### src/rtl/single_wire_slave_bit_link_core_defines.svh
// Assertion macros used by the bit link back end.
`ifndef SINGLE_WIRE_SLAVE_BIT_LINK_CORE_DEFINES_SVH
`define SINGLE_WIRE_SLAVE_BIT_LINK_CORE_DEFINES_SVH

// Checks that the consequent holds in the same cycle as the antecedent.
`define SWL_ASSERT_IMP(name, pre, post, msg) \
    name: assert property (@(posedge clk) disable iff (!rst_n) (pre) |-> (post)) \
        else $error(msg);

// Checks that the consequent holds in the cycle after the antecedent.
`define SWL_ASSERT_NEXT(name, pre, post, msg) \
    name: assert property (@(posedge clk) disable iff (!rst_n) (pre) |=> (post)) \
        else $error(msg);

`endif

### src/rtl/swl_pkg.sv
// Types and constants shared by the bit link modules.
`timescale 1ns / 1ps

package swl_pkg;

    localparam int unsigned CMD_W     = 2;
    localparam int unsigned TICK_W    = 16;
    localparam int unsigned GAP_W     = 8;
    localparam int unsigned BYTE_W    = 8;
    localparam int unsigned EDGE_W    = 8;
    localparam int unsigned BIT_CNT_W = 4;
    localparam int unsigned LEVEL_W   = 6;
    localparam int unsigned APB_AW    = 3;
    localparam int unsigned APB_DW    = 32;

    localparam logic [CMD_W-1:0] CMD_EDGE  = 2'd0;
    localparam logic [CMD_W-1:0] CMD_QUEUE = 2'd1;
    localparam logic [CMD_W-1:0] CMD_READ  = 2'd2;
    localparam logic [CMD_W-1:0] CMD_CLEAR = 2'd3;

    localparam logic REG_START_GAP = 1'b0;
    localparam logic REG_BIT_GAP   = 1'b1;

    localparam logic [GAP_W-1:0] START_GAP_RST = 8'd7;
    localparam logic [GAP_W-1:0] BIT_GAP_RST   = 8'd3;

    localparam logic [EDGE_W-1:0] EDGES_ZERO_MIN = 8'd3;
    localparam logic [EDGE_W-1:0] EDGES_ZERO_MAX = 8'd4;
    localparam logic [EDGE_W-1:0] EDGES_ONE_MIN  = 8'd6;
    localparam logic [EDGE_W-1:0] EDGES_ONE_MAX  = 8'd8;

    localparam logic [BIT_CNT_W-1:0] LAST_BIT_IDX = 4'd7;

    localparam int unsigned QUEUE_DEPTH = 2;

    typedef enum logic [2:0] {
        KIND_START,
        KIND_BIT,
        KIND_COUNT,
        KIND_QUEUE,
        KIND_READ,
        KIND_CLEAR
    } swl_kind_t;

    typedef struct packed {
        swl_kind_t         kind;
        logic [BYTE_W-1:0] send_data;
        logic              commit;
    } swl_item_t;

    typedef struct packed {
        logic               reply_valid;
        logic               reply_bit;
        logic               decoded_bit;
        logic               frame_start;
        logic               frame_error;
        logic               byte_done;
        logic               recv_overrun;
        logic               read_valid;
        logic [LEVEL_W-1:0] recv_level;
        logic [LEVEL_W-1:0] send_level;
    } swl_result_t;

endpackage

### src/rtl/swl_ram.sv
// Generic single write port RAM with a registered read port.
`timescale 1ns / 1ps

module swl_ram #(
    parameter int unsigned WIDTH = 8,
    parameter int unsigned DEPTH = 32
) (
    input  logic                     clk,
    input  logic                     we,
    input  logic [$clog2(DEPTH)-1:0] waddr,
    input  logic [WIDTH-1:0]         wdata,
    input  logic                     re,
    input  logic [$clog2(DEPTH)-1:0] raddr,
    output logic [WIDTH-1:0]         rdata
);

    logic [WIDTH-1:0] mem_reg [DEPTH];
    logic [WIDTH-1:0] rdata_reg;

    always_ff @(posedge clk)
    begin
        if (we)
        begin
            mem_reg[waddr] <= wdata;
        end
        if (re)
        begin
            rdata_reg <= mem_reg[raddr];
        end
    end

    assign rdata = rdata_reg;

endmodule

### src/rtl/swl_front.sv
// Front end: classifies incoming items and holds them in a short queue.
`timescale 1ns / 1ps

module swl_front (
    input  logic                          clk,
    input  logic                          rst_n,
    input  logic                          in_valid,
    output logic                          in_ready,
    input  logic [swl_pkg::CMD_W-1:0]     command,
    input  logic [swl_pkg::TICK_W-1:0]    elapsed_ticks,
    input  logic [swl_pkg::BYTE_W-1:0]    send_data,
    input  logic                          commit,
    input  logic [swl_pkg::GAP_W-1:0]     start_gap,
    input  logic [swl_pkg::GAP_W-1:0]     bit_gap,
    output swl_pkg::swl_item_t            q_item,
    output logic                          q_valid,
    input  logic                          q_pop
);

    import swl_pkg::*;

    swl_item_t  item_class;
    logic       push;

    swl_item_t  q_mem_reg [QUEUE_DEPTH];
    logic       q_wr_ptr_reg;
    logic       q_wr_ptr_next;
    logic       q_rd_ptr_reg;
    logic       q_rd_ptr_next;
    logic [1:0] q_cnt_reg;
    logic [1:0] q_cnt_next;

    // The start test comes first, so it wins when start_gap <= bit_gap.
    always_comb
    begin
        item_class.send_data = send_data;
        item_class.commit    = commit;
        case (command)
            CMD_EDGE:
            begin
                if (elapsed_ticks >= TICK_W'(start_gap))
                begin
                    item_class.kind = KIND_START;
                end
                else if (elapsed_ticks >= TICK_W'(bit_gap))
                begin
                    item_class.kind = KIND_BIT;
                end
                else
                begin
                    item_class.kind = KIND_COUNT;
                end
            end
            CMD_QUEUE: item_class.kind = KIND_QUEUE;
            CMD_READ:  item_class.kind = KIND_READ;
            CMD_CLEAR: item_class.kind = KIND_CLEAR;
            default:   item_class.kind = KIND_CLEAR;
        endcase
    end

    assign in_ready = (q_cnt_reg != 2'(QUEUE_DEPTH));
    assign push     = in_valid && in_ready;
    assign q_valid  = (q_cnt_reg != 2'd0);
    assign q_item   = q_mem_reg[q_rd_ptr_reg];

    always_comb
    begin
        q_wr_ptr_next = push  ? ~q_wr_ptr_reg : q_wr_ptr_reg;
        q_rd_ptr_next = q_pop ? ~q_rd_ptr_reg : q_rd_ptr_reg;
        q_cnt_next    = q_cnt_reg + 2'(push) - 2'(q_pop);
    end

    always_ff @(posedge clk or negedge rst_n)
    begin
        if (!rst_n)
        begin
            q_wr_ptr_reg <= 1'b0;
            q_rd_ptr_reg <= 1'b0;
            q_cnt_reg    <= 2'd0;
        end
        else
        begin
            q_wr_ptr_reg <= q_wr_ptr_next;
            q_rd_ptr_reg <= q_rd_ptr_next;
            q_cnt_reg    <= q_cnt_next;
        end
    end

    always_ff @(posedge clk)
    begin
        if (push)
        begin
            q_mem_reg[q_wr_ptr_reg] <= item_class;
        end
    end

endmodule

### src/rtl/swl_back.sv
// Back end: bit decoding, send and receive FIFOs, and the result register.
`timescale 1ns / 1ps
`include "single_wire_slave_bit_link_core_defines.svh"

module swl_back #(
    parameter int unsigned RECV_DEPTH = 32,
    parameter int unsigned SEND_DEPTH = 32
) (
    input  logic                        clk,
    input  logic                        rst_n,
    input  swl_pkg::swl_item_t          q_item,
    input  logic                        q_valid,
    output logic                        q_pop,
    output logic                        out_valid,
    input  logic                        out_ready,
    output swl_pkg::swl_result_t        out_res,
    output logic [swl_pkg::BYTE_W-1:0]  read_data
);

    import swl_pkg::*;

    localparam int unsigned RAW = $clog2(RECV_DEPTH);
    localparam int unsigned SAW = $clog2(SEND_DEPTH);
    localparam int unsigned RFW = $clog2(RECV_DEPTH + 1);
    localparam int unsigned SFW = $clog2(SEND_DEPTH + 1);

    function automatic logic [RAW-1:0] r_inc(input logic [RAW-1:0] p);
        r_inc = (p == RAW'(RECV_DEPTH - 1)) ? '0 : p + 1'b1;
    endfunction

    function automatic logic [SAW-1:0] s_inc(input logic [SAW-1:0] p);
        s_inc = (p == SAW'(SEND_DEPTH - 1)) ? '0 : p + 1'b1;
    endfunction

    logic                 exec;
    logic [BYTE_W-1:0]    shift_cur;
    logic                 bit_ok;
    logic                 bit_val;
    logic                 load_req;
    logic                 bypass;
    logic [SAW-1:0]       s_rd_a;
    logic [SFW-1:0]       s_fill_a;

    logic                 r_we;
    logic                 r_re;
    logic [BYTE_W-1:0]    r_rdata;
    logic                 s_we;
    logic                 s_re;
    logic [SAW-1:0]       s_raddr;
    logic [BYTE_W-1:0]    s_rdata;

    logic [EDGE_W-1:0]    edge_cnt_reg;
    logic [EDGE_W-1:0]    edge_cnt_next;
    logic [BIT_CNT_W-1:0] bit_cnt_reg;
    logic [BIT_CNT_W-1:0] bit_cnt_next;
    logic [BYTE_W-1:0]    recv_shift_reg;
    logic [BYTE_W-1:0]    recv_shift_next;
    logic [BYTE_W-1:0]    send_shift_reg;
    logic [BYTE_W-1:0]    send_shift_next;
    logic                 load_pend_reg;
    logic                 load_pend_next;
    logic [RAW-1:0]       r_wr_ptr_reg;
    logic [RAW-1:0]       r_wr_ptr_next;
    logic [RAW-1:0]       r_rd_ptr_reg;
    logic [RAW-1:0]       r_rd_ptr_next;
    logic [RFW-1:0]       r_fill_reg;
    logic [RFW-1:0]       r_fill_next;
    logic [SAW-1:0]       s_wr_ptr_reg;
    logic [SAW-1:0]       s_wr_ptr_next;
    logic [SAW-1:0]       s_rd_ptr_reg;
    logic [SAW-1:0]       s_rd_ptr_next;
    logic [SFW-1:0]       s_fill_reg;
    logic [SFW-1:0]       s_fill_next;
    logic                 out_valid_reg;
    swl_result_t          res_reg;
    swl_result_t          res_next;

    assign exec  = q_valid && (!out_valid_reg || out_ready);
    assign q_pop = exec;

    // A send byte read from the RAM lands in the cycle after the read; until it is
    // absorbed into the shift register, the RAM output stands in for it.
    assign shift_cur = load_pend_reg ? s_rdata : send_shift_reg;

    always_comb
    begin
        edge_cnt_next   = edge_cnt_reg;
        bit_cnt_next    = bit_cnt_reg;
        recv_shift_next = recv_shift_reg;
        send_shift_next = shift_cur;
        load_pend_next  = 1'b0;
        r_wr_ptr_next   = r_wr_ptr_reg;
        r_rd_ptr_next   = r_rd_ptr_reg;
        r_fill_next     = r_fill_reg;
        s_wr_ptr_next   = s_wr_ptr_reg;
        s_rd_a          = s_rd_ptr_reg;
        s_fill_a        = s_fill_reg;
        res_next        = '0;
        r_we            = 1'b0;
        r_re            = 1'b0;
        s_we            = 1'b0;
        s_re            = 1'b0;
        s_raddr         = s_rd_ptr_reg;
        load_req        = 1'b0;
        bypass          = 1'b0;
        bit_ok          = 1'b0;
        bit_val         = 1'b0;

        if (exec)
        begin
            case (q_item.kind)
                KIND_START:
                begin
                    bit_cnt_next         = '0;
                    edge_cnt_next        = EDGE_W'(1);
                    res_next.frame_start = 1'b1;
                end
                KIND_BIT:
                begin
                    if (edge_cnt_reg inside {[EDGES_ZERO_MIN:EDGES_ZERO_MAX]})
                    begin
                        bit_ok = 1'b1;
                    end
                    else if (edge_cnt_reg inside {[EDGES_ONE_MIN:EDGES_ONE_MAX]})
                    begin
                        bit_ok  = 1'b1;
                        bit_val = 1'b1;
                    end
                    edge_cnt_next = '0;
                    if (!bit_ok)
                    begin
                        bit_cnt_next         = '0;
                        res_next.frame_error = 1'b1;
                    end
                    else
                    begin
                        recv_shift_next      = {recv_shift_reg[BYTE_W-2:0], bit_val};
                        send_shift_next      = {shift_cur[BYTE_W-2:0], 1'b0};
                        res_next.reply_valid = 1'b1;
                        res_next.reply_bit   = shift_cur[BYTE_W-1];
                        res_next.decoded_bit = bit_val;
                        if (bit_cnt_reg == LAST_BIT_IDX)
                        begin
                            r_we               = 1'b1;
                            r_wr_ptr_next      = r_inc(r_wr_ptr_reg);
                            res_next.byte_done = 1'b1;
                            load_req           = 1'b1;
                            bit_cnt_next       = '0;
                            if (r_fill_reg == RFW'(RECV_DEPTH))
                            begin
                                r_rd_ptr_next         = r_inc(r_wr_ptr_reg);
                                res_next.recv_overrun = 1'b1;
                            end
                            else
                            begin
                                r_fill_next = r_fill_reg + 1'b1;
                            end
                        end
                        else
                        begin
                            bit_cnt_next = bit_cnt_reg + 1'b1;
                        end
                    end
                end
                KIND_COUNT:
                begin
                    edge_cnt_next = edge_cnt_reg + 1'b1;
                end
                KIND_QUEUE:
                begin
                    s_we          = 1'b1;
                    s_wr_ptr_next = s_inc(s_wr_ptr_reg);
                    if (s_fill_reg == SFW'(SEND_DEPTH))
                    begin
                        s_rd_a = s_inc(s_wr_ptr_reg);
                    end
                    else
                    begin
                        s_fill_a = s_fill_reg + 1'b1;
                    end
                    // An empty FIFO hands the new byte straight to the reload.
                    bypass   = (s_fill_reg == '0);
                    load_req = q_item.commit;
                end
                KIND_READ:
                begin
                    if (r_fill_reg != '0)
                    begin
                        r_re                = 1'b1;
                        r_rd_ptr_next       = r_inc(r_rd_ptr_reg);
                        r_fill_next         = r_fill_reg - 1'b1;
                        res_next.read_valid = 1'b1;
                    end
                end
                KIND_CLEAR:
                begin
                    r_wr_ptr_next = '0;
                    r_rd_ptr_next = '0;
                    r_fill_next   = '0;
                    s_wr_ptr_next = '0;
                    s_rd_a        = '0;
                    s_fill_a      = '0;
                end
                default:
                begin
                end
            endcase
        end

        s_rd_ptr_next = s_rd_a;
        s_fill_next   = s_fill_a;
        if (load_req)
        begin
            if (s_fill_a == '0)
            begin
                send_shift_next = '0;
            end
            else
            begin
                if (bypass)
                begin
                    send_shift_next = q_item.send_data;
                end
                else
                begin
                    s_re           = 1'b1;
                    s_raddr        = s_rd_a;
                    load_pend_next = 1'b1;
                end
                s_rd_ptr_next = s_inc(s_rd_a);
                s_fill_next   = s_fill_a - 1'b1;
            end
        end

        res_next.recv_level = LEVEL_W'(r_fill_next);
        res_next.send_level = LEVEL_W'(s_fill_next);
    end

    swl_ram #(
        .WIDTH (BYTE_W),
        .DEPTH (RECV_DEPTH)
    ) u_recv_ram (
        .clk   (clk),
        .we    (r_we),
        .waddr (r_wr_ptr_reg),
        .wdata (recv_shift_next),
        .re    (r_re),
        .raddr (r_rd_ptr_reg),
        .rdata (r_rdata)
    );

    swl_ram #(
        .WIDTH (BYTE_W),
        .DEPTH (SEND_DEPTH)
    ) u_send_ram (
        .clk   (clk),
        .we    (s_we),
        .waddr (s_wr_ptr_reg),
        .wdata (q_item.send_data),
        .re    (s_re),
        .raddr (s_raddr),
        .rdata (s_rdata)
    );

    always_ff @(posedge clk or negedge rst_n)
    begin
        if (!rst_n)
        begin
            edge_cnt_reg   <= '0;
            bit_cnt_reg    <= '0;
            recv_shift_reg <= '0;
            send_shift_reg <= '0;
            load_pend_reg  <= 1'b0;
            r_wr_ptr_reg   <= '0;
            r_rd_ptr_reg   <= '0;
            r_fill_reg     <= '0;
            s_wr_ptr_reg   <= '0;
            s_rd_ptr_reg   <= '0;
            s_fill_reg     <= '0;
            out_valid_reg  <= 1'b0;
        end
        else
        begin
            edge_cnt_reg   <= edge_cnt_next;
            bit_cnt_reg    <= bit_cnt_next;
            recv_shift_reg <= recv_shift_next;
            send_shift_reg <= send_shift_next;
            load_pend_reg  <= load_pend_next;
            r_wr_ptr_reg   <= r_wr_ptr_next;
            r_rd_ptr_reg   <= r_rd_ptr_next;
            r_fill_reg     <= r_fill_next;
            s_wr_ptr_reg   <= s_wr_ptr_next;
            s_rd_ptr_reg   <= s_rd_ptr_next;
            s_fill_reg     <= s_fill_next;
            if (exec)
            begin
                out_valid_reg <= 1'b1;
            end
            else if (out_ready)
            begin
                out_valid_reg <= 1'b0;
            end
        end
    end

    always_ff @(posedge clk)
    begin
        if (exec)
        begin
            res_reg <= res_next;
        end
    end

    assign out_valid = out_valid_reg;
    assign out_res   = res_reg;
    // The receive RAM output holds until the next read, which waits for
    // this transfer to leave the result register.
    assign read_data = res_reg.read_valid ? r_rdata : '0;

    `SWL_ASSERT_IMP(a_recv_fill_bound, 1'b1, r_fill_reg <= RFW'(RECV_DEPTH), "recv fill above depth")
    `SWL_ASSERT_IMP(a_bit_cnt_range, 1'b1, bit_cnt_reg <= LAST_BIT_IDX, "bit count past a byte")
    `SWL_ASSERT_NEXT(a_pop_gives_result, q_pop, out_valid_reg, "executed item left no result")
    `SWL_ASSERT_IMP(a_overrun_with_byte, out_valid_reg && res_reg.recv_overrun, res_reg.byte_done, "overrun without a stored byte")

endmodule

### src/rtl/single_wire_slave_bit_link_core.sv
// Usage: items enter on the in channel (valid/ready) as an edge event or a
// host command; every item yields exactly one result transfer on the out
// channel (valid/ready). start_gap and bit_gap are written over the APB
// port at byte addresses 0 and 4; the user must write them only while no item
// is in flight, which the block itself does not enforce. An accepted item
// waits in the classify queue until the execute stage, which owns the edge
// and bit counters and both FIFO pointers, takes it and loads the result
// register. Throughput: one item per cycle while results are taken; each
// item's state update is compares and pointer steps, and a send byte read
// from the FIFO RAM is forwarded to the next item in the cycle it arrives.
// Reset: counters, shift registers and FIFO pointers clear at once; the FIFO
// RAMs need no clearing pass, and the gap registers return to 7 and 3.
// When the receiver stalls, the result register holds, the two-entry queue
// fills, and in_ready drops once both entries are taken.
`timescale 1ns / 1ps

module single_wire_slave_bit_link_core #(
    parameter int unsigned RECV_DEPTH = 32,
    parameter int unsigned SEND_DEPTH = 32
) (
    input  logic                           clk,
    input  logic                           rst_n,
    input  logic                           psel,
    input  logic                           penable,
    input  logic                           pwrite,
    input  logic [swl_pkg::APB_AW-1:0]     paddr,
    input  logic [swl_pkg::APB_DW-1:0]     pwdata,
    output logic [swl_pkg::APB_DW-1:0]     prdata,
    output logic                           pready,
    input  logic                           in_valid,
    output logic                           in_ready,
    input  logic [swl_pkg::CMD_W-1:0]      command,
    input  logic [swl_pkg::TICK_W-1:0]     elapsed_ticks,
    input  logic [swl_pkg::BYTE_W-1:0]     send_data,
    input  logic                           commit,
    output logic                           out_valid,
    input  logic                           out_ready,
    output logic                           reply_valid,
    output logic                           reply_bit,
    output logic                           decoded_bit,
    output logic                           frame_start,
    output logic                           frame_error,
    output logic                           byte_done,
    output logic                           recv_overrun,
    output logic [swl_pkg::BYTE_W-1:0]     read_data,
    output logic                           read_valid,
    output logic [swl_pkg::LEVEL_W-1:0]    recv_level,
    output logic [swl_pkg::LEVEL_W-1:0]    send_level
);

    import swl_pkg::*;

    logic [GAP_W-1:0] start_gap_reg;
    logic [GAP_W-1:0] bit_gap_reg;
    logic             cfg_wr;
    swl_item_t        q_item;
    logic             q_valid;
    logic             q_pop;
    swl_result_t      out_res;

    assign pready = 1'b1;
    assign cfg_wr = psel && penable && pwrite && pready;

    always_ff @(posedge clk or negedge rst_n)
    begin
        if (!rst_n)
        begin
            start_gap_reg <= START_GAP_RST;
            bit_gap_reg   <= BIT_GAP_RST;
        end
        else if (cfg_wr)
        begin
            case (paddr[2])
                REG_START_GAP: start_gap_reg <= pwdata[GAP_W-1:0];
                REG_BIT_GAP:   bit_gap_reg   <= pwdata[GAP_W-1:0];
                default:
                begin
                end
            endcase
        end
    end

    always_comb
    begin
        case (paddr[2])
            REG_START_GAP: prdata = APB_DW'(start_gap_reg);
            REG_BIT_GAP:   prdata = APB_DW'(bit_gap_reg);
            default:       prdata = '0;
        endcase
    end

    swl_front u_front (
        .clk           (clk),
        .rst_n         (rst_n),
        .in_valid      (in_valid),
        .in_ready      (in_ready),
        .command       (command),
        .elapsed_ticks (elapsed_ticks),
        .send_data     (send_data),
        .commit        (commit),
        .start_gap     (start_gap_reg),
        .bit_gap       (bit_gap_reg),
        .q_item        (q_item),
        .q_valid       (q_valid),
        .q_pop         (q_pop)
    );

    swl_back #(
        .RECV_DEPTH (RECV_DEPTH),
        .SEND_DEPTH (SEND_DEPTH)
    ) u_back (
        .clk       (clk),
        .rst_n     (rst_n),
        .q_item    (q_item),
        .q_valid   (q_valid),
        .q_pop     (q_pop),
        .out_valid (out_valid),
        .out_ready (out_ready),
        .out_res   (out_res),
        .read_data (read_data)
    );

    assign reply_valid  = out_res.reply_valid;
    assign reply_bit    = out_res.reply_bit;
    assign decoded_bit  = out_res.decoded_bit;
    assign frame_start  = out_res.frame_start;
    assign frame_error  = out_res.frame_error;
    assign byte_done    = out_res.byte_done;
    assign recv_overrun = out_res.recv_overrun;
    assign read_valid   = out_res.read_valid;
    assign recv_level   = out_res.recv_level;
    assign send_level   = out_res.send_level;

endmodule

### config.mk
export PLATFORM = sky130hd
export DESIGN_NAME = single_wire_slave_bit_link_core
export DESIGN_NICKNAME = d
export VERILOG_FILES = /design/src/rtl/swl_pkg.sv /design/src/rtl/swl_ram.sv /design/src/rtl/swl_front.sv /design/src/rtl/swl_back.sv /design/src/rtl/single_wire_slave_bit_link_core.sv
export VERILOG_INCLUDE_DIRS = /design/src /design/src/rtl
export SDC_FILE = /design/constraint.sdc
export NUM_CORES = 1
export LEC_CHECK = 0
export ABC_AREA = 1
export BUFFER_PORTS_ARGS = -buffer_cell sky130_fd_sc_hd__buf_2
export CORE_MARGIN = 2
export CORE_UTILIZATION = 46
export CTS_CLUSTER_SIZE = 30
export DETAILED_ROUTE_END_ITERATION = 8
export GPL_TIMING_DRIVEN = 0
export PLACE_DENSITY = 0.61
export SYNTH_ARGS = -nofsm -noshare
export SYNTH_HDL_FRONTEND = slang
export SYNTH_SLANG_ARGS = --single-unit
### constraint.sdc
create_clock -name clk -period 6.9 [get_ports clk]
set_input_delay 0.345 -clock clk [delete_from_list [all_inputs] [get_ports clk]]
set_output_delay 0.345 -clock clk [all_outputs]
set_load 0.05 [all_outputs]
Word level (Yosys, flattened, before mapping)
Memory sizes are Yosys's and may differ from the RTL's. A register that Yosys moved wholly into a read port is not among the register bits.
Cells that the tools add are included.
- $add $sub $neg: 12
- order comparisons: 6
- eq/ne operators: 20
- muxes and demuxes: 85
- bitwise logic cells: 3
- reduce and logical (&&, ||, !) cells: 29
- operators by type and width (operator ; count):
    8-bit two-way mux ; 11
    5-bit two-way mux ; 17
    32-bit one-hot mux with 2 select lines ; 1
    6-bit two-way mux ; 9
    16-bit by 8-bit greater-or-equal comparator with 1-bit output ; 2
    1-bit two-way mux ; 31
    5-bit one-hot mux with 2 select lines ; 3
    8-bit one-hot mux with 3 select lines ; 1
    5-bit by 1-bit adder with 5-bit output (second input constant) ; 4
    5-bit equality test (second input constant) ; 4
    6-bit one-hot mux with 3 select lines ; 1
    5-bit one-hot mux with 3 select lines ; 1
    6-bit by 1-bit adder with 6-bit output (second input constant) ; 2
    6-bit equality test (second input constant) ; 2
    6-bit logical NOT ; 2
    3-bit one-hot mux with 4 select lines ; 1
    6-bit one-hot mux with 2 select lines ; 1
    2-bit AND reduction ; 6
    6-bit by 1-bit subtractor with 6-bit output (second input constant) ; 2
    2-bit nonzero test ; 5
    8-bit by 1-bit adder with 8-bit output (second input constant) ; 1
    8-bit by 2-bit greater-or-equal comparator with 1-bit output (second input constant) ; 1
    8-bit by 3-bit greater-or-equal comparator with 1-bit output (second input constant) ; 1
    8-bit by 3-bit <= comparator with 1-bit output (second input constant) ; 1
    28 further kinds ; 45
- register bits: 102
- RAM bits: 536
- bits of input ports: 69
- output and inout bits: 63
- memories kept: 3
- memory list (memory ; words ; width ; rd ports ; clocked after memory_dff ; wr ports ; RTL line ; RTL):
    u_back.u_recv_ram.mem_reg ; 32 ; 8 ; 1 ; 1 ; 1 ; swl_ram.sv:17 ; logic [WIDTH-1:0] mem_reg [DEPTH];
    u_back.u_send_ram.mem_reg ; 32 ; 8 ; 1 ; 1 ; 1 ; swl_ram.sv:17 ;
    u_front.q_mem_reg ; 2 ; 12 ; 1 ; 0 ; 1 ; swl_front.sv:25 ; swl_item_t q_mem_reg [QUEUE_DEPTH];

Longest topological paths before layout
Gate-level depths: netlist of the first run.
- depth in word-level cells: 12
- mapped depth: 25

Hierarchy
Synthesis of the first run repeated with hierarchy kept, for this count alone.
- cells, all modules: 2776
- area, all modules: 29097.9 sq um
- modules (own cells, without submodules) (module ; instances ; cells an instance ; area each (sq um) ; sequential area each (sq um)):
    swl_ram ; 2 ; 922 ; 10866.7 ; 7927.6
    swl_back ; 1 ; 639 ; 4770.8 ; 2152.1
    swl_front ; 1 ; 168 ; 1637.8 ; 820.8
    single_wire_slave_bit_link_core ; 1 ; 125 ; 955.9 ; 406.6

Worst setup path before layout of the first run
OpenSTA, ideal clock, no wires.
- kind: flip-flop to flip-flop
- start point: register u_back.out_valid_reg, in the netlist u_back.out_valid
- end point: memory u_back.u_recv_ram.mem_reg[0][1] (data pin)
- data arrival time: 3.325 ns
- slack: 3.112 ns
- cell stages (with the launch flop): 9
- period minus slack after synthesis: 3.788 ns
- path through: dfrtp_1 nand2_1 nand2_2 nor2_1 inv_1 nor2_1 nand2_1 clkbuf_1 o21ai_0
- longest elaborated chain between the ends: 4
- ends and longest elaborated chain (what ; RTL line ; RTL):
    from (decl) ; swl_back.sv:74 ; logic out_valid_reg;
    from (signal assigned) ; swl_back.sv:280 ; out_valid_reg <= 1'b0;
    from (signal assigned) ; swl_back.sv:297 ; out_valid_reg <= 1'b1;
    from (signal assigned) ; swl_back.sv:301 ; out_valid_reg <= 1'b0;
    1-bit logical NOT ; swl_back.sv:78 ; assign exec = q_valid && (!out_valid_reg || out_ready);
    1-bit logical OR ; swl_back.sv:78 ;
    1-bit logical AND ; swl_back.sv:78 ;
    8-bit two-way mux ; swl_back.sv:109 ; if (exec)
    net u_back.recv_shift_next[1] ; swl_back.sv:57 ; logic [BYTE_W-1:0] recv_shift_next;
    to (decl) ; swl_ram.sv:17 ;
The timed path passes the listed nets, and every way through them passes these cells.

Worst setup path in the final report of the first run
- start point: register u_back.s_fill_reg[0]
- end point: register u_back.u_send_ram.rdata_reg[1], in the netlist u_back.u_send_ram.rdata[1], read port of u_back.u_send_ram.mem_reg (data pin)
- longest elaborated chain between the ends: 7
- elaborated cells between the ends (all ways): 18
- those cells by class: add/sub: 1; eq/ne: 1; mux: 14; reduce/logical: 2
- ends and longest elaborated chain (what ; RTL line ; RTL):
    from (decl) ; swl_back.sv:72 ; logic [SFW-1:0] s_fill_reg;
    from (signal assigned) ; swl_back.sv:294 ; s_fill_reg <= s_fill_next;
    6-bit by 1-bit adder with 6-bit output / 6-bit equality test (equally long branches) ; swl_back.sv:179, swl_back.sv:173 ;
    6-bit two-way mux ; swl_back.sv:173 ; if (s_fill_reg == SFW'(SEND_DEPTH))
    6-bit one-hot mux with 2 select lines ; swl_back.sv:111 ; case (q_item.kind)
    6-bit two-way mux ; swl_back.sv:109 ;
    6-bit logical NOT ; swl_back.sv:214 ; if (s_fill_a == '0)
    1-bit two-way mux * (2 in a row) ; -- ;
    net u_back.load_pend_next ; swl_back.sv:61 ; logic load_pend_next;
    to (decl) ; swl_ram.sv:18 ; logic [WIDTH-1:0] rdata_reg;
The timed path passes the listed nets; every way through them passes the cells marked *.
A chain may end at the register's enable or synchronous reset.

==> results by group, run 1 <==
Yosys
  – Share of the synthesized area in the top cell type: 59.1%
  – Post-synthesis mux area share: less than 1%
  – Distinct cells, synth: 56
  – Synth top cells by count: edfxtp_1, nand2_1, inv_1
  – Yosys top cell by area: edfxtp_1
  – Main combinational cell family by area after synthesis: simple AND/OR/NAND/NOR gates
  – Async SR Flop Fraction: 12.5%
  – Syn Inst Count: about 2700
  – Synth Area in Compound Gates: under 10%
  – Post-Synth Simple-Gate Area: between 10% and 20%
  – Cell Area, Synth: a little under 0.03 sq mm
  – Adder-cell area share of the yosys netlist: 1.81%
  – Top FF cell, synth: edfxtp_1
  – Register bit total from synthesis: approximately 650
  – Register area share after synthesis: around 66%
  – Synth area leaders: edfxtp_1, dfrtp_1, nand3_1, nand2_1, inv_1
  – Avg Cell Area, Syn: approximately 11 sq um
  – Most frequent cell after synthesis: edfxtp_1
  – Post-synthesis xor/xnor area fraction: 0.633%
  – Number of flops mapped to enable cells by yosys: about 570
  – Synth Warn #: 0

Clock network
  – CTS Buffer Depth: 3
  – CTS root buf: clkbuf_16
  – Clk sinks: ~650
  – Clock transition at path regs: ~0.060 ns
  – CTS Buf Count: 68
  – Clk_lat worst skew: about 0.63 ns
  – CTS tree: built
  – # hold bufs at CTS: 19
  – Number of H-tree levels: 3
  – Post-CTS setup buffer count: 0
  – Post-CTS Resized: 0

Setup path
  – Critical path's top delay family: simple AND/OR/NAND/NOR gates
  – Worst Setup Path Type: reg2reg
  – Crit-path slowest cell: clkbuf_1
  – Worst path bufs/invs: 5
  – Worst Path Required: approximately 7.2 ns
  – CP endpoint kind: flip-flop
  – Crit. path cell count: 21
  – Most used cell, CP: nand2_1
  – Setup slack, reg-to-reg: between 2 and 2.5 ns
  – Reg2reg path depth: 21
  – Crit-path cells: inv_1 -> ha_1 -> nand4_1 -> inv_1 -> nor2_1 -> o21ai_0 -> ha_1 -> nand3_1 -> nor2_2 -> nand2_4 -> nand3_4 -> inv_2 -> nand2_1 -> o21ai_2 -> inv_2 -> clkbuf_1 -> nand3_1 -> nand3_1 -> nand2_1 -> nand2_1 -> nand2_1
  – Critical-path maximum fanout: 15
  – CP Launch Type: flip-flop
  – Launch point of the worst reg-to-reg path: u_back.s_fill_reg[0]
  – Worst Path Arrival: just over 5 ns
  – Reg2Reg Capture Point: u_back.u_send_ram.rdata[1]
  – Crit-path max cell delay: around 0.56 ns

Placed design
  – Dpl cell area: slightly above 0.03 sq mm
  – Port bufs: 80
  – Routability cong.: about 0.95
  – DP Cell Count: ~3600
  – HPWL Detailed: slightly above 50 mm
  – Post-Place Setup Slack: approximately 1.9 ns

Finish
  – Design Area, Final: roughly 0.033 sq mm
  – Utilization after layout: a little over half
  – Fraction of layout cells with a size suffix above 1: between 10% and 20%
  – Relative area change from synthesis to final layout: 14.6%
  – # nets final: about 3000
  – Non-Filler Instances: approximately 3800
  – Fillers: roughly 5400

Global routing
  – Antenna violations before repair: 2
  – Overflow after GRT: 0
  – GRT Util Overall: roughly a quarter
  – Largest net degree at the start of global routing: 47
  – Number of global-route vias before repair: 19700
  – First-pass GRT wire length: between 100 and 150 mm

Worst hold path
  – Beginning of the worst hold path: out_ready
  – Hold Crit Depth: 4
  – HP Class: in2reg
  – Worst hold endpoint: u_back.out_valid

STA
  – Worst Tran Pin Value: about 1.3 ns
  – Fin crit share: between 70% and 80%
  – Final min period: around 5 ns
  – Final hold viol count: 0
  – Fin. max-slew vios: 0
  – Setup violators final: 0
  – Final worst slack: roughly 2.0 ns
  – Fmax: just over 200 MHz
  – Worst Skew: 0.0265 ns
  – RSZ-0062 raised after global routing: no
  – Hold Worst Slack: 0.0286 ns
  – Setup_tns: 0 ns
  – Worst slew margin: between 10% and 20%

Flow run
  – Number of max-cap violations: 0

Floorplan
  – Core Box Area: roughly 0.063 sq mm
  – Cell Rows: a little over 90
  – Starting Density: a little under half
  – Die W: 255 um
  – Chip Height: 255 um
  – Die area: 0.0652 sq mm
  – I/O pins: around 130

Routing
  – WL per Instance: between 20 and 25 um
  – Total Wirelength: roughly 77 mm
  – # DRC: 0
  – Initial drt markers: around 2000
  – Via density: about 5.4
  – Vias: roughly 20000
  – DRT antenna net count: 0
  – Detailed Routing Iterations Pass 1: 5

Power and ir drop
  – Lkg Pwr: ~13 nW
  – Tot Pwr: 13.6 mW
  – Peak VDD IR: about 420 uV
  – PwrDens: between 400 and 500 mW/mm^2

Status
  – Outcome: finished clean
-- area by class of cell --
| type | count | area, sq um | share of cell area [%] |
|---|---|---|---|
| clock inverter | 43 | 483 | 1.45 |
| timing repair buffer | 108 | 741 | 2.22 |
| inverter | 362 | 1360 | 4.09 |
| sequential | 654 | 19200 | 57.7 |
| buffer | 145 | 721 | 2.16 |
| tap | 846 | 1060 | 3.18 |
| antenna | 1 | 2.50 | 0.00751 |
| multi-input combinational | 1539 | 7900 | 23.7 |
| clock buffer | 81 | 1810 | 5.44 |
-- cells in the final DEF, fill, tap and decap left out, types with 8 or more instances in the layout --
cell type      instances
clkbuf_16             70
o22ai_1               21
o21ai_0              206
buf_4                 36
xor2_1                16
nand3_1              319
dfrtp_1               77
a31oi_1               12
nand4_1                8
clkinv_2               8
buf_2                108
edfxtp_1             572
nor2_1               262
dlygate4sd3_1         19
nand2_2               19
ha_1                  42
nand3b_1              24
inv_1                354
o221ai_1              52
clkinv_1              16
nand2_1              417
bufinv_16              8
nor3_1                11
conb_1                25
a21oi_1               15
clkbuf_1              88
a32oi_1                8
-- routing by layer --
| metal | global-route usage [%] | vias up | part of all wire [%] |
|---|---|---|---|
| li1 | - | 9570 | - |
| met1 | 32.1 | 9851 | 42 |
| met2 | 37.0 | 845 | 46 |
| met3 | 5.22 | 155 | 9.5 |
| met4 | 7.60 | 0 | 2.9 |
| met5 | 0 | - | 0 |
-- how the worst max path moves through the flow --
stage                                            to  slack (ns)            startpoint
global route             u_back.u_send_ram.rdata[1]        1.72  u_back.s_fill_reg[0]
global placement    u_back.u_recv_ram.mem_reg[5][1]        0.53  u_front.q_rd_ptr_reg
CTS                      u_back.u_send_ram.rdata[1]        1.84  u_front.q_cnt_reg[1]
finish                   u_back.u_send_ram.rdata[1]        2.04  u_back.s_fill_reg[0]
floorplan           u_back.u_recv_ram.mem_reg[0][1]        3.11      u_back.out_valid
detailed placement       u_back.u_send_ram.rdata[1]        1.86  u_front.q_cnt_reg[1]
-- power by group --
group / internal (mW) / switching [mW]
Clock: 2.20 / 1.58
Sequential: 5.02 / 0.165
Combinational: 1.17 / 3.49
Total: 8.40 / 5.24
-- cells by family after synthesis --
family | after synthesis
xor+xnor | 21
other cells | 2
buf+inv | 507
mux | 12
compound gates | 353
simple gates | 1086
fa+ha+maj | 42
flops | 654
-- worst min-delay path, delay by kind of cell --
family / cells / cell delay, ns
simple gates: 2 / 0.14
buf+inv: 2 / 0.13
No activity file was read; power rests on OpenSTA's default activity.
==> run 2, diff against run 1 <==
clock period = 4.9 ns   (was 6.9 ns; I/O delays follow)
==> results by group, run 2 (synthesized netlist as in run 1, its figures left out) <==
Setup path
  – Worst Path Required: 5.23 ns (-2.00 ns)
  – CP Launch Type: flip-flop
  – Worst Setup Path Type: reg2reg
  – Worst Path Arrival: 4.85 ns (-0.34 ns)
  – Critical-path maximum fanout: 15 (unchanged)
  – CP endpoint kind: flip-flop
  – Launch point of the worst reg-to-reg path: u_back.s_fill_reg[0]
  – Critical Path Source: u_back.s_fill_reg[0]

Routing
  – Via density: 5.42 (+0.23%)
  – WL per Instance: 20.3 um (about the same)
  – DRT antenna net count: 0 (unchanged)
  – Initial drt markers: 2058 (+1.2%)
  – # DRC: 0 (unchanged)
  – Vias: 20500 (+0.28%)
  – Detailed Routing Iterations Pass 1: 6 (+1)
  – Total Wirelength: 76.8 mm (about the same)

Placed design
  – Routability cong.: 0.954 (unchanged)
  – HPWL Detailed: 52.0 mm (unchanged)
  – Dpl cell area: 0.0308 sq mm (unchanged)
  – Post-Place Setup Slack: -0.140 ns (-2.00 ns)
  – DP Cell Count: 3634 (unchanged)
  – Port bufs: 80 (unchanged)

Finish
  – Commonest non-fill, non-tap cell in the layout: edfxtp_1
  – Relative area change from synthesis to final layout: 14.7% (about the same)
  – # nets final: 2991 (+0.067%)
  – Fillers: 5442 (-0.055%)
  – Commonest cells after routing, fill and taps aside: edfxtp_1, nand2_1, inv_1, nand3_1, nor2_1
  – Non-Filler Instances: 3781 (+0.053%)
  – Fraction of layout cells with a size suffix above 1: 10.9% (+0.027 points)
  – Design Area, Final: 0.0333 sq mm (about the same)

STA
  – Fmax: 221 MHz (+7.5%)
  – RSZ-0062 raised after global routing: no
  – Setup violators final: 0 (unchanged)
  – Final hold viol count: 0 (unchanged)
  – Final min period: 4.52 ns (-0.339 ns)
  – Fin crit share: 92.2% (+22 points)
  – Hold Worst Slack: 0.137 ns (+0.108 ns)
  – Final worst slack: 0.382 ns (-1.66 ns)
  – Worst Tran Pin Value: 1.29 ns (-0.00847 ns)
  – Fin. max-slew vios: 0 (unchanged)
  – Worst slew margin: 13.8% (+0.57 points)
  – Worst Skew: 0.0260 ns (-0.000522 ns)

Power and ir drop
  – Internal power: 11.8 mW (+41%)
  – Seq pwr share: 38.0% (about the same)
  – Tot Pwr: 19.2 mW (+41%)
  – Peak VDD IR: 599 uV (+41%)
  – Clk pwr share: 27.8% (about the same)
  – Lkg Pwr: 13.4 nW (+0.11%)
  – Switch Pwr: 7.40 mW (+41%)
  – Comb pwr share: 34.2% (about the same)
  – PwrDens: 577 mW/mm^2 (+41%)
  – Sw Ratio: 38.5% (+0.064 points)

Global routing
  – First-pass GRT wire length: 116 mm (about the same)
  – Largest net degree at the start of global routing: 47 (unchanged)
  – Overflow after GRT: 0 (unchanged)
  – Number of global-route vias before repair: 19700 (+0.041%)
  – Antenna violations before repair: 2 (unchanged)
  – GRT Util Overall: 23.4% (about the same)

Clock network
  – Post-CTS setup buffer count: 0 (unchanged)
  – CTS tree: built
  – Clk_lat worst skew: 0.63 ns (about the same)
  – CTS Buf Count: 68 (unchanged)
  – Clock transition at path regs: 0.06 ns (about the same)
  – Number of H-tree levels: 3 (unchanged)
  – Clk sinks: 654 (unchanged)
  – CTS Buffer Depth: 3 (unchanged)
  – CTS root buf: clkbuf_16

Floorplan
  – Cell Rows: 92 (unchanged)
  – Chip Height: 255 um (unchanged)
  – Die W: 255 um (unchanged)
  – Starting Density: 46.3% (unchanged)
  – I/O pins: 132 (unchanged)
  – Die area: 0.0652 sq mm (unchanged)
  – Core Box Area: 0.0627 sq mm (unchanged)

Worst hold path
  – HP Class: in2reg
  – Beginning of the worst hold path: paddr[2]

Flow run
  – Number of max-cap violations: 0 (unchanged)

Status
  – Outcome: finished clean
[run 2: worst paths after layout]
kind / slack, ns / depth (start not counted) / to
setup / recovery: 0.38 / 19 / u_back.u_send_ram.rdata[1]
hold / removal: 0.14 / 4 / bit_gap_reg[0]
setup reg to reg: 0.38 / 19 / u_back.u_send_ram.rdata[1]
hold reg to reg: 0.49 / 2 / start_gap_reg[5]
max in group asynchronous: 4.12 / 3 / u_back.send_shift_reg[0]
min in group asynchronous: 0.15 / 2 / bit_gap_reg[7]
[run 2: layout make-up]
type                    count  area (sq um)  area share (%)
repair buffers            110           756            2.27
flip-flops and latches    654         19200            57.7
well taps                 846          1060            3.17
inverters                 362          1360            4.08
clock buffers              81          1810            5.44
multi-input cells        1539          7910            23.7
clock inverters            43           483            1.45
plain buffers             145           723            2.17
diodes                      1          2.50         0.00751
[run 2: critical path, cell delays in order, from the launching register on]
cell and delay, ns:
dfrtp_1 0.42, inv_1 0.09, ha_1 0.19, nand4_1 0.32
inv_1 0.27, nor2_1 0.09, o21ai_0 0.47, ha_1 0.27
nand3_1 0.09, nor2_2 0.14, nand2_4 0.11, nand3_4 0.15
inv_2 0.18, o21ai_4 0.36, clkbuf_1 0.43, nand3_1 0.27
nand3_1 0.13, nand2_1 0.09, nand2_1 0.07, nand2_1 0.12
[run 2: repair_timing]
action                                  CTS  global route
pin swaps                                 0             0
hold buffers                             22             0
gates resized for setup                   1             5
endpoints found under the setup margin    8             8
endpoints found under the hold margin    78             0
gates cloned                              0             0
[run 2: power by group through the flow]
stage	clock network [mW]	logic [mW]	registers (mW)
floorplan	0	3.77	7.61
global placement	0	6.20	7.46
detailed placement	0	6.44	7.42
finish	5.34	6.58	7.31
CTS	5.41	6.48	7.30
global route	5.61	7.11	7.35
[run 2: per-stage QoR]
step	setup TNS (ns)	utilization, %
CTS	0	53.1
global placement	-103.00	48.8
finish	0	53.1
floorplan	0	-
detailed placement	-0.596	49.1
global route	0	53.1
[run 2: routing by layer]
layer	part of all wire, %	global-route usage (%)	vias to the layer above
li1	-	-	9579
met1	42	32.1	9886
met2	46	37.0	875
met3	9.4	5.22	138
met4	2.6	7.60	0
met5	0	0	-
